File: src/hdl/ehne_pkg.sv
// ----------------------------------------------------------------------------
// ehne_pkg
// Shared types and constants of the escaped Hamming nibble encoder.
// ----------------------------------------------------------------------------
`default_nettype none

package ehne_pkg;

  typedef enum logic [1:0] {
    OP_DATA  = 2'd0,
    OP_MARK  = 2'd1,
    OP_FLUSH = 2'd2
  } op_t;

  typedef enum logic [1:0] {
    REG_ESCAPE = 2'd0,
    REG_CANCEL = 2'd1,
    REG_END    = 2'd2
  } reg_idx_t;

  localparam logic [7:0] EscapeReset = 8'd27;
  localparam logic [7:0] CancelReset = 8'd24;
  localparam logic [7:0] EndReset    = 8'd4;

  typedef struct packed {
    logic [7:0] escape_char;
    logic [7:0] cancel_char;
    logic [7:0] end_char;
  } cfg_t;

  typedef struct packed {
    logic            valid;
    logic [3:0][7:0] data;
  } blk_t;

endpackage

`default_nettype wire

File: src/hdl/ehne_regs.sv
// ----------------------------------------------------------------------------
// ehne_regs
// APB register file holding the escape, cancel and end characters.
// ----------------------------------------------------------------------------
`default_nettype none

module ehne_regs
  import ehne_pkg::*;
(
  input  wire logic        clk,
  input  wire logic        rst,
  input  wire logic        psel,
  input  wire logic        penable,
  input  wire logic        pwrite,
  input  wire logic [3:0]  paddr,
  input  wire logic [31:0] pwdata,
  output logic      [31:0] prdata,
  output logic             pready,
  output cfg_t             cfg
);

  cfg_t     regs;
  reg_idx_t idx;
  logic     wr;

  assign pready = 1'b1;
  assign idx    = reg_idx_t'(paddr[3:2]);
  assign wr     = psel && penable && pwrite && pready;
  assign cfg    = regs;

  always_ff @(posedge clk) begin
    if (rst) begin
      regs.escape_char <= EscapeReset;
      regs.cancel_char <= CancelReset;
      regs.end_char    <= EndReset;
    end else if (wr) begin
      case (idx)
        REG_ESCAPE: regs.escape_char <= pwdata[7:0];
        REG_CANCEL: regs.cancel_char <= pwdata[7:0];
        REG_END:    regs.end_char    <= pwdata[7:0];
        default: ;
      endcase
    end
  end

  always_comb begin
    case (idx)
      REG_ESCAPE: prdata = {24'd0, regs.escape_char};
      REG_CANCEL: prdata = {24'd0, regs.cancel_char};
      REG_END:    prdata = {24'd0, regs.end_char};
      default:    prdata = 32'd0;
    endcase
  end

endmodule

`default_nettype wire

File: src/hdl/ehne_pack.sv
// ----------------------------------------------------------------------------
// ehne_pack
// Escapes data bytes, collects them four at a time and holds a finished
// block until the serializer takes it.
// ----------------------------------------------------------------------------
`default_nettype none

module ehne_pack
  import ehne_pkg::*;
(
  input  wire logic       clk,
  input  wire logic       rst,
  input  wire cfg_t       cfg,
  input  wire logic       s_tvalid,
  output logic            s_tready,
  input  wire logic [7:0] s_tdata,   // byte_value
  input  wire logic [1:0] s_tuser,   // op
  input  wire logic       take,
  output blk_t            blk
);

  logic [3:0][7:0] byte_buffer;
  logic [3:0][7:0] byte_buffer_next;
  logic [1:0]      fill_count;
  logic [1:0]      fill_count_next;
  logic            pend_valid;
  logic [3:0][7:0] pend_data;

  logic [3:0][7:0] stage;
  logic [7:0]      first;
  logic            push;
  logic            push_two;
  logic            flush;
  logic            complete;
  logic            carry;
  logic            is_esc;
  logic [2:0]      fill_sum;
  logic            accept;

  assign s_tready = !pend_valid || take;
  assign accept   = s_tvalid && s_tready;
  assign blk      = '{valid: pend_valid, data: pend_data};

  assign is_esc = (s_tdata == cfg.escape_char) || (s_tdata == cfg.cancel_char) ||
                  (s_tdata == cfg.end_char);

  always_comb begin
    stage    = byte_buffer;
    first    = s_tdata;
    push     = 1'b0;
    push_two = 1'b0;
    flush    = 1'b0;
    complete = 1'b0;
    case (op_t'(s_tuser))
      OP_DATA: begin
        push = 1'b1;
        if (is_esc) begin
          push_two = 1'b1;
          first    = cfg.escape_char;
        end
      end
      OP_MARK:  push = 1'b1;
      OP_FLUSH: flush = (fill_count != 2'd0);
      default: ;
    endcase

    fill_sum = {1'b0, fill_count} + (push_two ? 3'd2 : 3'd1);
    carry    = push_two && (fill_count == 2'd3);

    if (push) begin
      stage[fill_count] = first;
      if (push_two && fill_count != 2'd3) begin
        stage[fill_count + 2'd1] = s_tdata;
      end
      complete = fill_sum[2];
    end
    if (flush) begin
      for (int i = 0; i < 4; i++) begin
        if (2'(i) >= fill_count) begin
          stage[i] = s_tdata;
        end
      end
      complete = 1'b1;
    end

    byte_buffer_next = stage;
    if (carry) begin
      byte_buffer_next[0] = s_tdata;
    end

    if (complete) begin
      fill_count_next = carry ? 2'd1 : 2'd0;
    end else if (push) begin
      fill_count_next = fill_sum[1:0];
    end else begin
      fill_count_next = fill_count;
    end
  end

  always_ff @(posedge clk) begin
    if (rst) begin
      fill_count <= 2'd0;
      pend_valid <= 1'b0;
    end else begin
      if (accept) begin
        fill_count <= fill_count_next;
      end
      if (accept && complete) begin
        pend_valid <= 1'b1;
      end else if (take) begin
        pend_valid <= 1'b0;
      end
    end
  end

  always_ff @(posedge clk) begin
    if (accept) begin
      byte_buffer <= byte_buffer_next;
    end
    if (accept && complete) begin
      pend_data <= stage;
    end
  end

endmodule

`default_nettype wire

File: src/hdl/ehne_ser.sv
// ----------------------------------------------------------------------------
// ehne_ser
// Forms the eight Hamming(8,4) code bytes of a block and sends them as
// sixteen nibbles, low nibble first.
// ----------------------------------------------------------------------------
`default_nettype none

module ehne_ser
  import ehne_pkg::*;
(
  input  wire logic       clk,
  input  wire logic       rst,
  input  wire blk_t       blk,
  output logic            take,
  output logic            m_tvalid,
  input  wire logic       m_tready,
  output logic      [7:0] m_tdata,   // symbol, zero
  output logic            m_tlast
);

  function automatic logic [7:0][7:0] encode(input logic [3:0][7:0] d);
    logic [7:0][7:0] c;
    c[0] = d[0] ^ d[1] ^ d[3];
    c[1] = d[0] ^ d[2] ^ d[3];
    c[2] = d[0];
    c[3] = d[1] ^ d[2] ^ d[3];
    c[4] = d[1];
    c[5] = d[2];
    c[6] = d[3];
    c[7] = d[0] ^ d[1] ^ d[2];
    return c;
  endfunction

  logic [15:0][3:0] code;
  logic [3:0]       cnt;
  logic             ser_valid;
  logic             at_end;
  logic             beat;

  assign at_end   = (cnt == 4'hF);
  assign beat     = ser_valid && m_tready;
  assign take     = blk.valid && (!ser_valid || (beat && at_end));
  assign m_tvalid = ser_valid;
  assign m_tdata  = {4'd0, code[cnt]};
  assign m_tlast  = at_end;

  always_ff @(posedge clk) begin
    if (rst) begin
      ser_valid <= 1'b0;
      cnt       <= 4'd0;
    end else if (take) begin
      ser_valid <= 1'b1;
      cnt       <= 4'd0;
    end else if (beat) begin
      cnt <= cnt + 4'd1;
      if (at_end) begin
        ser_valid <= 1'b0;
      end
    end
  end

  always_ff @(posedge clk) begin
    if (take) begin
      code <= encode(blk.data);
    end
  end

endmodule

`default_nettype wire

File: src/hdl/escaped_hamming_nibble_encoder.sv
// ----------------------------------------------------------------------------
// escaped_hamming_nibble_encoder
// Escapes bytes, groups them by four and sends extended Hamming(8,4) code
// bytes as nibbles.
// ----------------------------------------------------------------------------
// A byte is taken whenever no finished block is waiting or the waiting block
// is being taken; every fourth buffered byte (or a flush) completes a block of
// sixteen symbols, which the serializer sends at one symbol per cycle while
// m_tready is high, so the output serializer sets the sustained rate. One
// finished block may wait while the previous one is still being sent.
`default_nettype none

module escaped_hamming_nibble_encoder
  import ehne_pkg::*;
(
  input  wire logic        clk,
  input  wire logic        rst,
  input  wire logic        s_tvalid,
  output logic             s_tready,
  input  wire logic [7:0]  s_tdata,   // byte_value
  input  wire logic [1:0]  s_tuser,   // op
  output logic             m_tvalid,
  input  wire logic        m_tready,
  output logic      [7:0]  m_tdata,   // symbol[3:0], zero[7:4]
  output logic             m_tlast,
  input  wire logic        psel,
  input  wire logic        penable,
  input  wire logic        pwrite,
  input  wire logic [3:0]  paddr,
  input  wire logic [31:0] pwdata,
  output logic      [31:0] prdata,
  output logic             pready
);

  cfg_t cfg;
  blk_t blk;
  logic take;

  ehne_regs u_regs (
    .clk     (clk),
    .rst     (rst),
    .psel    (psel),
    .penable (penable),
    .pwrite  (pwrite),
    .paddr   (paddr),
    .pwdata  (pwdata),
    .prdata  (prdata),
    .pready  (pready),
    .cfg     (cfg)
  );

  ehne_pack u_pack (
    .clk      (clk),
    .rst      (rst),
    .cfg      (cfg),
    .s_tvalid (s_tvalid),
    .s_tready (s_tready),
    .s_tdata  (s_tdata),
    .s_tuser  (s_tuser),
    .take     (take),
    .blk      (blk)
  );

  ehne_ser u_ser (
    .clk      (clk),
    .rst      (rst),
    .blk      (blk),
    .take     (take),
    .m_tvalid (m_tvalid),
    .m_tready (m_tready),
    .m_tdata  (m_tdata),
    .m_tlast  (m_tlast)
  );

endmodule

`default_nettype wire

File: config.mk
export PLATFORM = sky130hd
export DESIGN_NAME = escaped_hamming_nibble_encoder
export DESIGN_NICKNAME = d
export VERILOG_FILES = /design/src/hdl/ehne_pkg.sv /design/src/hdl/ehne_regs.sv /design/src/hdl/ehne_pack.sv /design/src/hdl/ehne_ser.sv /design/src/hdl/escaped_hamming_nibble_encoder.sv
export SDC_FILE = /design/constraint.sdc
export NUM_CORES = 1
export LEC_CHECK = 0
export BUFFER_PORTS_ARGS = -buffer_cell sky130_fd_sc_hd__buf_4
export CAP_MARGIN = 40
export CORE_MARGIN = 2
export CORE_UTILIZATION = 40
export DETAILED_ROUTE_END_ITERATION = 12
export SETUP_SLACK_MARGIN = 0.2
export SLEW_MARGIN = 20
export SYNTH_ARGS = -nofsm -noshare
export SYNTH_HDL_FRONTEND = slang
export SYNTH_SLANG_ARGS = --single-unit
File: constraint.sdc
create_clock -name clk -period 10.3 [get_ports clk]
set_input_delay 2.06 -clock clk [delete_from_list [all_inputs] [get_ports clk]]
set_output_delay 2.06 -clock clk [all_outputs]
set_load 0.02 [all_outputs]
After elaboration in Yosys (flattened, before gate mapping)
Cells that the tools add are included.
- magnitude comparators: 9
- reductions and logical operators: 31
- add/subtract/negate cells: 3
- mux-type cells: 34
- eq/ne operators: 10
- bitwise gates (word level): 7
- operator list (operator ; count):
    $mux 32 ; 3
    $mux 8 ; 9
    $bwmux 32 ; 2
    $xor 8x8->8 ; 7
    $demux 8 s2 ; 2
    $eq 8x8->1 ; 3
    $pmux 8 s3 ; 1
    $bmux 4 s4 ; 1
    $mux 1 ; 12
    $logic_and 1x1->1 ; 11
    $reduce_and 2->1 ; 5
    $reduce_bool 2->1 ; 5
    $eq 2x2->1 const B ; 3
    $lt 2x3->1 const B ; 2
    $mux 2 ; 3
    $lt 4x5->1 const B ; 1
    $add 4x1->4 const B ; 1
    $eq 2x1->1 const B ; 2
    $eq 4x4->1 const B ; 1
    $ge 1x2->1 const A ; 2
    $ge 2x1->1 const B ; 2
    $ge 2x2->1 const A ; 2
    $logic_not 2->1 ; 2
    $logic_or 1x1->1 ; 4
    6 further kinds ; 8
- register bits after elaboration: 160
- word-level logic and storage cells: 125
- input bits: 53

Logic depth before layout (Yosys ltp)
Gate-level depths: netlist of run 1.
- depth in word-level cells: 12
- gate-level depth with buffers: 13
- gate-level depth less buffers: 10

Modules after synthesis
A second synthesis of run 1 with hierarchy kept.
- cells, all modules: 756
- area total of the unflattened synthesis: 8947.3 µm²
- modules (own cells, without submodules) (module ; area each (µm²) ; cells each ; seq. area each (µm²) ; times used):
    ehne_pack ; 4398.0 ; 421 ; 1981.9 ; 1
    ehne_ser ; 3168.0 ; 182 ; 2021.9 ; 1
    ehne_regs ; 1381.3 ; 153 ; 480.5 ; 1

Worst setup path before layout of run 1
OpenSTA, ideal clock, no wires.
- path type: input -> register
- from: input m_tready
- to: register u_ser.cnt[0]
- required time: 10.178 ns
- stages: 4
- path slack: 2.547 ns
- data arrival time: 7.631 ns
- setup time: 0.122 ns
- path through: nand4_1 > a21boi_0 > or2_2 > nor2_1
- longest elaborated chain between the ends: 5
- ends and longest elaborated chain (item ; RTL line ; RTL):
    from (decl) ; escaped_hamming_nibble_encoder.sv:23 ; input wire logic m_tready,
    $logic_and 1x1->1 ; ehne_ser.sv:41 ; assign beat = ser_valid && m_tready;
    $logic_and 1x1->1 ; ehne_ser.sv:42 ; assign take = blk.valid && (!ser_valid || (beat && at_end));
    $logic_or 1x1->1 ; ehne_ser.sv:42 ;
    $logic_and 1x1->1 ; ehne_ser.sv:42 ;
    via take ; escaped_hamming_nibble_encoder.sv:37 ; logic take;
    $reduce_or 2->1 (no line) ; n/a ;
    to (signal assigned) ; ehne_ser.sv:55 ; cnt <= cnt + 4'd1;
    to (decl) ; ehne_ser.sv:35 ; logic [3:0] cnt;
The timed path passes the listed nets, and every way through them passes these cells.
A chain may end at the register's enable or synchronous reset.

Final worst setup path of run 1
- from: input paddr[2]
- to: output prdata[7]
- longest elaborated chain between the ends: 2
- ends and longest elaborated chain (item ; RTL line ; RTL):
    from (decl) ; escaped_hamming_nibble_encoder.sv:29 ; input wire logic [3:0] paddr,
    $eq 2x2->1, or another cell as far along ; ehne_regs.sv:47 ; case (idx)
    $pmux 8 s3 * ; ehne_regs.sv:47 ;
    to (decl) ; escaped_hamming_nibble_encoder.sv:31 ; output logic [31:0] prdata,
Mark *: on every way between the ends. The rest lies on a longest branch, timed or not.

==> qor.txt, run 1 <==
run status = completed
Max Clock Skew = 0.01019 ns
max cap viols = 0
pwr/cell area = 158.4 nW/um^2
Die Wd = 150.9 um
Hold WC Path Type = flop to flop
leading cell type in the layout, fill and taps excluded = edfxtp_1
crit path cell chain = buf_4, nor2b_1, nand2_1, o21ai_0, buf_4
Final nets = 838
Sinks on Clock Net = 160
TNS Setup = 0 ns
sequential-to-total area share from yosys stat = 51.96%
initial antenna violation count = 0
worst slack at placement = 4.972 ns
grt total ovfl = 0
Setup crit start kind = input port
Reg clk slew, reported paths = 0.07 ns
Setup Fix Bufs, Post-CTS = 0
GP Congestion = 0.8284
routed vias/inst = 5.555
Worst IR Drop VDD = 0.0001261 V
CTS Buf Count = 17
hold_ws = 0.4836 ns
period utilization = 50.14%
share of cells above drive strength 1 = 16.23%
maximum number of pins on one net before global-route repair = 66
Iteration-0 DRC Markers = 479
hold_buf cts = 0
Syn Area/Cell = 11.19 um^2
Inst Count DP = 1036
vias in the first global route = 5637
row count = 53
fin cells = 1070
first-pass GRT wire length = 31630 um
Setup-failing EPs final = 0
Syn Inst Count = 771
max incr delay on CP = 0.46 ns
WL final = 19730 um
Final Hold Fails = 0
slew margin rel. = 46.20%
Yosys reg bits = 160
Top Family by Delay on Critical Path = simple AND/OR/NAND/NOR gates
DR pass1 iterations = 7
Initial Util = 40.92%
post-DP HPWL = 13240 um
top_reg_cell synth = edfxtp_1
WL/cell = 18.44 um
total track usage = 18.37%
Ys Warns = 0
Worst-Skew Late Latency = 0.43 ns
H-tree depth = 4
Slowest-stage cell, CP = nor2b_1
Post-synth EDFFs = 128
crit-path most repeated cell = buf_4
measured slew at the worst slew-check pin = 0.8070 ns
RSZ-0062 raised after global routing = false
Worst Path Class, Setup = input port to primary output
CTS tree = yes
critical path arrival = 3.10 ns
Vert. Die Dim = 150.9 um
Async S/R FF share, synth = 0%
I/O pin total = 97
min setup slack post-route = 5.136 ns
CP Capture Type = primary output
DR vias = 5944
CP max FO = 20
Final min period = 5.164 ns
post_cts resized = 0
core area = 21090 um^2
Residual DRC = 0
die area = 22760 um^2
most frequent cells in the layout = 128 x edfxtp_1, 70 x a21oi_1, 65 x xnor2_1
Area growth, synth to finish = 11.93%
synthesized cell area = 8630 um^2
count of final max-slew check failures = 0
Highest Clock Rate = 0.1936 GHz
CP Data Required Time = 8.24 ns
count of cell types in the netlist = 59
maximum clock path buffer count = 2
Buf/Inv on CP = 2
I/O Buffers = 41
Post-DRT Antenna Nets = 0
Pleak = 3.370 nW
Root Driver = clkbuf_16
Ant. Diodes = 0
Overall Power = 1.530 mW
## power by group
| group | switching (mW) | internal, mW | total (mW) |
|---|---|---|---|
| clock | 0.270 | 0.387 | 0.658 |
| combinational | 0.0877 | 0.0527 | 0.140 |
| sequential | 0.0113 | 0.720 | 0.732 |
| total | 0.369 | 1.16 | 1.53 |
## flip-flops by register name, summed over array words and instances (netlist names)
name	count
u_pack.blk	32
u_pack.byte_buffer	32
u_pack.fill_count	2
u_pack.pend_valid	1
u_regs.cfg	24
u_ser.cnt	4
u_ser.code	64
u_ser.m_tvalid	1
## through the flow
step,instance area [um^2],util (%)
CTS,9633,45.68
finish,9659,45.81
global route,9659,45.81
detailed placement,9024,42.79
floorplan,8731,-
global placement,8994,42.65
## cell families (layout without fill, tap and decap cells)
logic type / Yosys count / in the layout / synth area share (%)
mux: 54 / 54 / 9.163
other cells: 2 / 29 / 0.08703
fa+ha+maj: 3 / 3 / 0.5219
simple gates: 205 / 205 / 11.82
compound gates: 152 / 152 / 11.90
xor+xnor: 75 / 75 / 7.612
buf+inv: 120 / 117 / 6.931
flops: 160 / 160 / 51.96
## routing by layer
layer | routed length (um) | GRT usage (%)
met1 | 9132 | 25.78
met4 | 477 | 7.150
met5 | 0 | 0
met2 | 9032 | 28.52
met3 | 1085 | 3.163
## layout make-up
cell class	count	area [um^2]
Tap cell	275	344.1
Fill cell	1974	11430
Sequential cell	160	4484
Timing Repair Buffer	59	461.7
Clock buffer	19	432.9
Multi-Input combinational cell	518	3662
Clock inverter	13	176.4
Inverter	26	97.59
## worst min-delay path: stages (launching register included)
cell	delay [ns]
dfxtp_1	0.33
nand2_1	0.06
a21oi_1	0.05
## final timing paths
check                 start             to  slack [ns]  cells past startpoint
max                paddr[2]      prdata[7]        5.14                      5
min           u_regs.cfg[9]  u_regs.cfg[9]        0.48                      2
max reg2reg  u_regs.cfg[13]  u_pack.blk[2]        6.89                     11
min reg2reg   u_regs.cfg[9]  u_regs.cfg[9]        0.48                      2
## cell usage after synthesis, types with 3 or more instances
| library cell | number | area share, % |
|---|---|---|
| buf_2 | 19 | 1.1 |
| nor3b_1 | 3 | 0.26 |
| a211o_1 | 6 | 0.61 |
| mux4_2 | 20 | 5.2 |
| nand3_1 | 21 | 1.2 |
| o21ai_0 | 9 | 0.52 |
| or4_1 | 12 | 1.0 |
| buf_4 | 33 | 2.9 |
| nand2b_1 | 3 | 0.22 |
| dfxtp_1 | 32 | 7.4 |
| nand4_1 | 19 | 1.4 |
| or3_1 | 11 | 0.80 |
| xnor2_1 | 65 | 6.6 |
| a21oi_1 | 70 | 4.1 |
| a222oi_1 | 4 | 0.46 |
| o22ai_1 | 4 | 0.29 |
| a221oi_1 | 4 | 0.41 |
| nor2b_1 | 3 | 0.22 |
| inv_1 | 26 | 1.1 |
| and3_1 | 5 | 0.36 |
| nor2_1 | 60 | 2.6 |
| mux2i_1 | 34 | 3.9 |
| o221a_2 | 8 | 1.0 |
| a22o_1 | 3 | 0.30 |
| buf_1 | 3 | 0.13 |
| a22oi_1 | 4 | 0.35 |
| nand2_1 | 50 | 2.2 |
| a21o_1 | 5 | 0.44 |
| o31ai_1 | 14 | 1.2 |
| xor2_1 | 10 | 1.0 |
| edfxtp_1 | 128 | 45 |
| nor3_1 | 4 | 0.23 |
| clkbuf_1 | 39 | 1.7 |
| a211oi_1 | 4 | 0.35 |
Power figures use the tool's default switching activity.
==> run 2: changes to the inputs <==
--- a/config.mk
+++ b/config.mk
@@ -5,6 +5,7 @@
 export SDC_FILE = /design/constraint.sdc
 export NUM_CORES = 1
 export LEC_CHECK = 0
+export ABC_AREA = 1
 export BUFFER_PORTS_ARGS = -buffer_cell sky130_fd_sc_hd__buf_4
 export CAP_MARGIN = 40
 export CORE_MARGIN = 2
==> constraint.sdc (replaced) <==
create_clock -name clk -period 5.29 [get_ports clk]
set_input_delay 1.058 -clock clk [delete_from_list [all_inputs] [get_ports clk]]
set_output_delay 1.058 -clock clk [all_outputs]
set_load 0.02 [all_outputs]
==> run 2 against run 1 <==
Combinational power increased by 110%. Flip-flop and latch count unchanged. Clock-buffer cell count is 2 lower. Design area grew 0.48%. Clock skew about the same. First-iteration DRC count is 15% lower. Synthesized cell count up 27%. Power is 99% higher.
==> qor.txt, run 2 <==
Post-Place Cell Area = 9082 um^2
CP max FO = 22
Root Driver = clkbuf_16
Most flops, register = u_ser.code
Area growth, synth to finish = 12.03%
share of cells above drive strength 1 = 10.78%
filler cell count in the final layout = 2058
grt total ovfl = 0
cells on worst reg2reg path = 9
vias in the first global route = 6066
Initial Util = 40.95%
Syn Area/Cell = 8.849 um^2
top-count cell post-synth = nand2_1
Worst IR Drop VDD = 0.0002147 V
RR Startpoint = u_ser.cnt[0]
routed vias/inst = 4.907
leading cell type in the layout, fill and taps excluded = nand2_1
Final nets = 1063
Worst-Skew Late Latency = 0.43 ns
core area = 21150 um^2
Worst Path Class, Setup = flop to primary output
first-pass GRT wire length = 31870 um
Ant. Diodes = 0
Post-synth top cells = 253 x nand2_1, 128 x edfxtp_1, 99 x inv_1, 80 x nor2_1, 57 x a21oi_1
depth of the worst hold-timing path = 2
I/O pin total = 97
period utilization = 69.86%
H-tree depth = 4
Post-DRT Antenna Nets = 0
DR pass1 iterations = 5
origin of the worst min-delay path = u_regs.cfg[13]
synth top area cells = edfxtp_1 44%, nand2_1 11%, dfxtp_1 7.4%, xnor2_1 5.3%, inv_1 4.3%
count of final max-slew check failures = 0
maximum number of pins on one net before global-route repair = 37
Post-synth EDFFs = 128
Async S/R FF share, synth = 0%
run status = completed
top_reg_cell synth = edfxtp_1
Final min period = 3.696 ns
CTS Buf Count = 17
CP Capture Type = primary output
TNS Setup = 0 ns
CTS tree = yes
final instance area = 9706 um^2
max FFs per register = 64
Synth area leader = edfxtp_1
Residual DRC = 0
total track usage = 18.06%
R2R Path End = u_pack.byte_buffer[16]
sequential-to-total area share from yosys stat = 51.76%
slew margin rel. = 44.55%
most frequent cells in the layout = 253 x nand2_1, 128 x edfxtp_1, 99 x inv_1
die area = 22850 um^2
initial antenna violation count = 0
Vert. Die Dim = 151.2 um
Setup crit start kind = flop
Yosys reg bits = 160
Die Wd = 151.2 um
Setup-failing EPs final = 0
CP Data Required Time = 4.23 ns
hold_ws = 0.4931 ns
WL/cell = 15.04 um
maximum clock path buffer count = 2
Pleak = 3.960 nW
critical path arrival = 2.64 ns
Syn Inst Count = 979
Final Hold Fails = 0
measured slew at the worst slew-check pin = 0.8308 ns
Yosys top cell area share = 44.37%
reg-to-reg setup timing slack = 2.23 ns
synthesized cell area = 8663 um^2
Setup Fix Bufs, Post-CTS = 0
Highest Clock Rate = 0.2706 GHz
hold_buf cts = 0
storage element area = 4484 um^2
RSZ-0062 raised after global routing = false
max cap viols = 0
post_cts resized = 0
hold worst-path end = u_regs.cfg[13]
Max Clock Skew = 0.01061 ns
row count = 53
Ys Warns = 0
DR vias = 6355
area of the multi-input gates = 3420 um^2
I/O Buffers = 41
Iteration-0 DRC Markers = 408
GP Congestion = 0.8966
count of cell types in the netlist = 39
pwr/cell area = 313.0 nW/um^2
Hold WC Path Type = flop to flop
Reg clk slew, reported paths = 0.07 ns
WL final = 19470 um
post-DP HPWL = 13610 um
Sinks on Clock Net = 160
[run 2: cell count changes after synthesis, sizes merged, moves of 13 or more]
cell / change
mux4: -20
o221ai: +18
nand2: +209
inv: +81
nor2: +23
o31ai: -14
xnor2: -13
mux2i: -22
o21ai: +43
a21oi: -15
nand3: +25
clkbuf: -20
[run 2: cells by family after synthesis]
logic type,Yosys count,share of synthesized area (%)
muxes,12,1.387
buffers and inverters,180,10.05
other,2,0.08669
AOI/OAI and AO/OA,143,9.575
DFF,160,51.76
xor gates and xnor gates,62,6.268
and+or+nand+nor,417,20.35
adders and majority gates,3,0.5199
[run 2: cell type report]
type / count / share of cell area [%]
timing repair buffer: 52 / 4.228
clock inverter: 15 / 2.037
sequential: 160 / 46.20
multi-input combinational: 666 / 35.23
inverter: 110 / 4.370
clock buffer: 17 / 4.383
tap: 275 / 3.545
[run 2: routing by layer]
metal / part of all wire (%) / vias to the layer above / track usage, %
met5: 0 / - / 0
met4: 0.69 / 0 / 4.393
met3: 5.1 / 11 / 3.524
met2: 46 / 179 / 28.70
met1: 48 / 2900 / 25.52
li1: - / 3265 / -
[run 2: how the worst max path moves through the flow]
stage                 start        endpoint  slack, ns  cells past startpoint
6_report       u_ser.cnt[0]      m_tdata[3]       1.59                      7
5_1_grt        u_ser.cnt[0]      m_tdata[3]       1.36                      7
4_1_cts        u_ser.cnt[0]      m_tdata[3]       1.54                      7
3_5_place_dp     s_tdata[6]  u_pack.blk[21]       1.54                     16
3_3_place_gp     s_tdata[6]  u_pack.blk[17]       1.58                     16
2_1_floorplan    s_tdata[2]   u_pack.blk[0]       0.84                     14
[run 2: metrics by stage]
step           cells  utilization, %  setup WS (ns)  power (mW)
2_1_floorplan   1006               -         0.8393       1.684
3_3_place_gp    1262           42.80          1.582       1.747
3_5_place_dp    1263           42.93          1.542       1.751
4_1_cts         1295           45.88          1.543       3.055
5_1_grt         1295           45.88          1.357       3.154
6_report        1295           45.88          1.595       3.038
[run 2: critical path, cell delays in order (launching register included)]
cell	delay, ns
dfxtp_1	0.65
buf_4	0.38
inv_1	0.38
nor2_1	0.22
o32ai_1	0.12
o211ai_1	0.22
nand2_1	0.07
buf_4	0.16
[run 2: where the power goes]
group | switching [mW] | leakage, nW | internal [mW]
clock network | 0.549 | 0.303 | 0.759
registers | 0.0227 | 1.44 | 1.41
logic | 0.201 | 2.21 | 0.0971
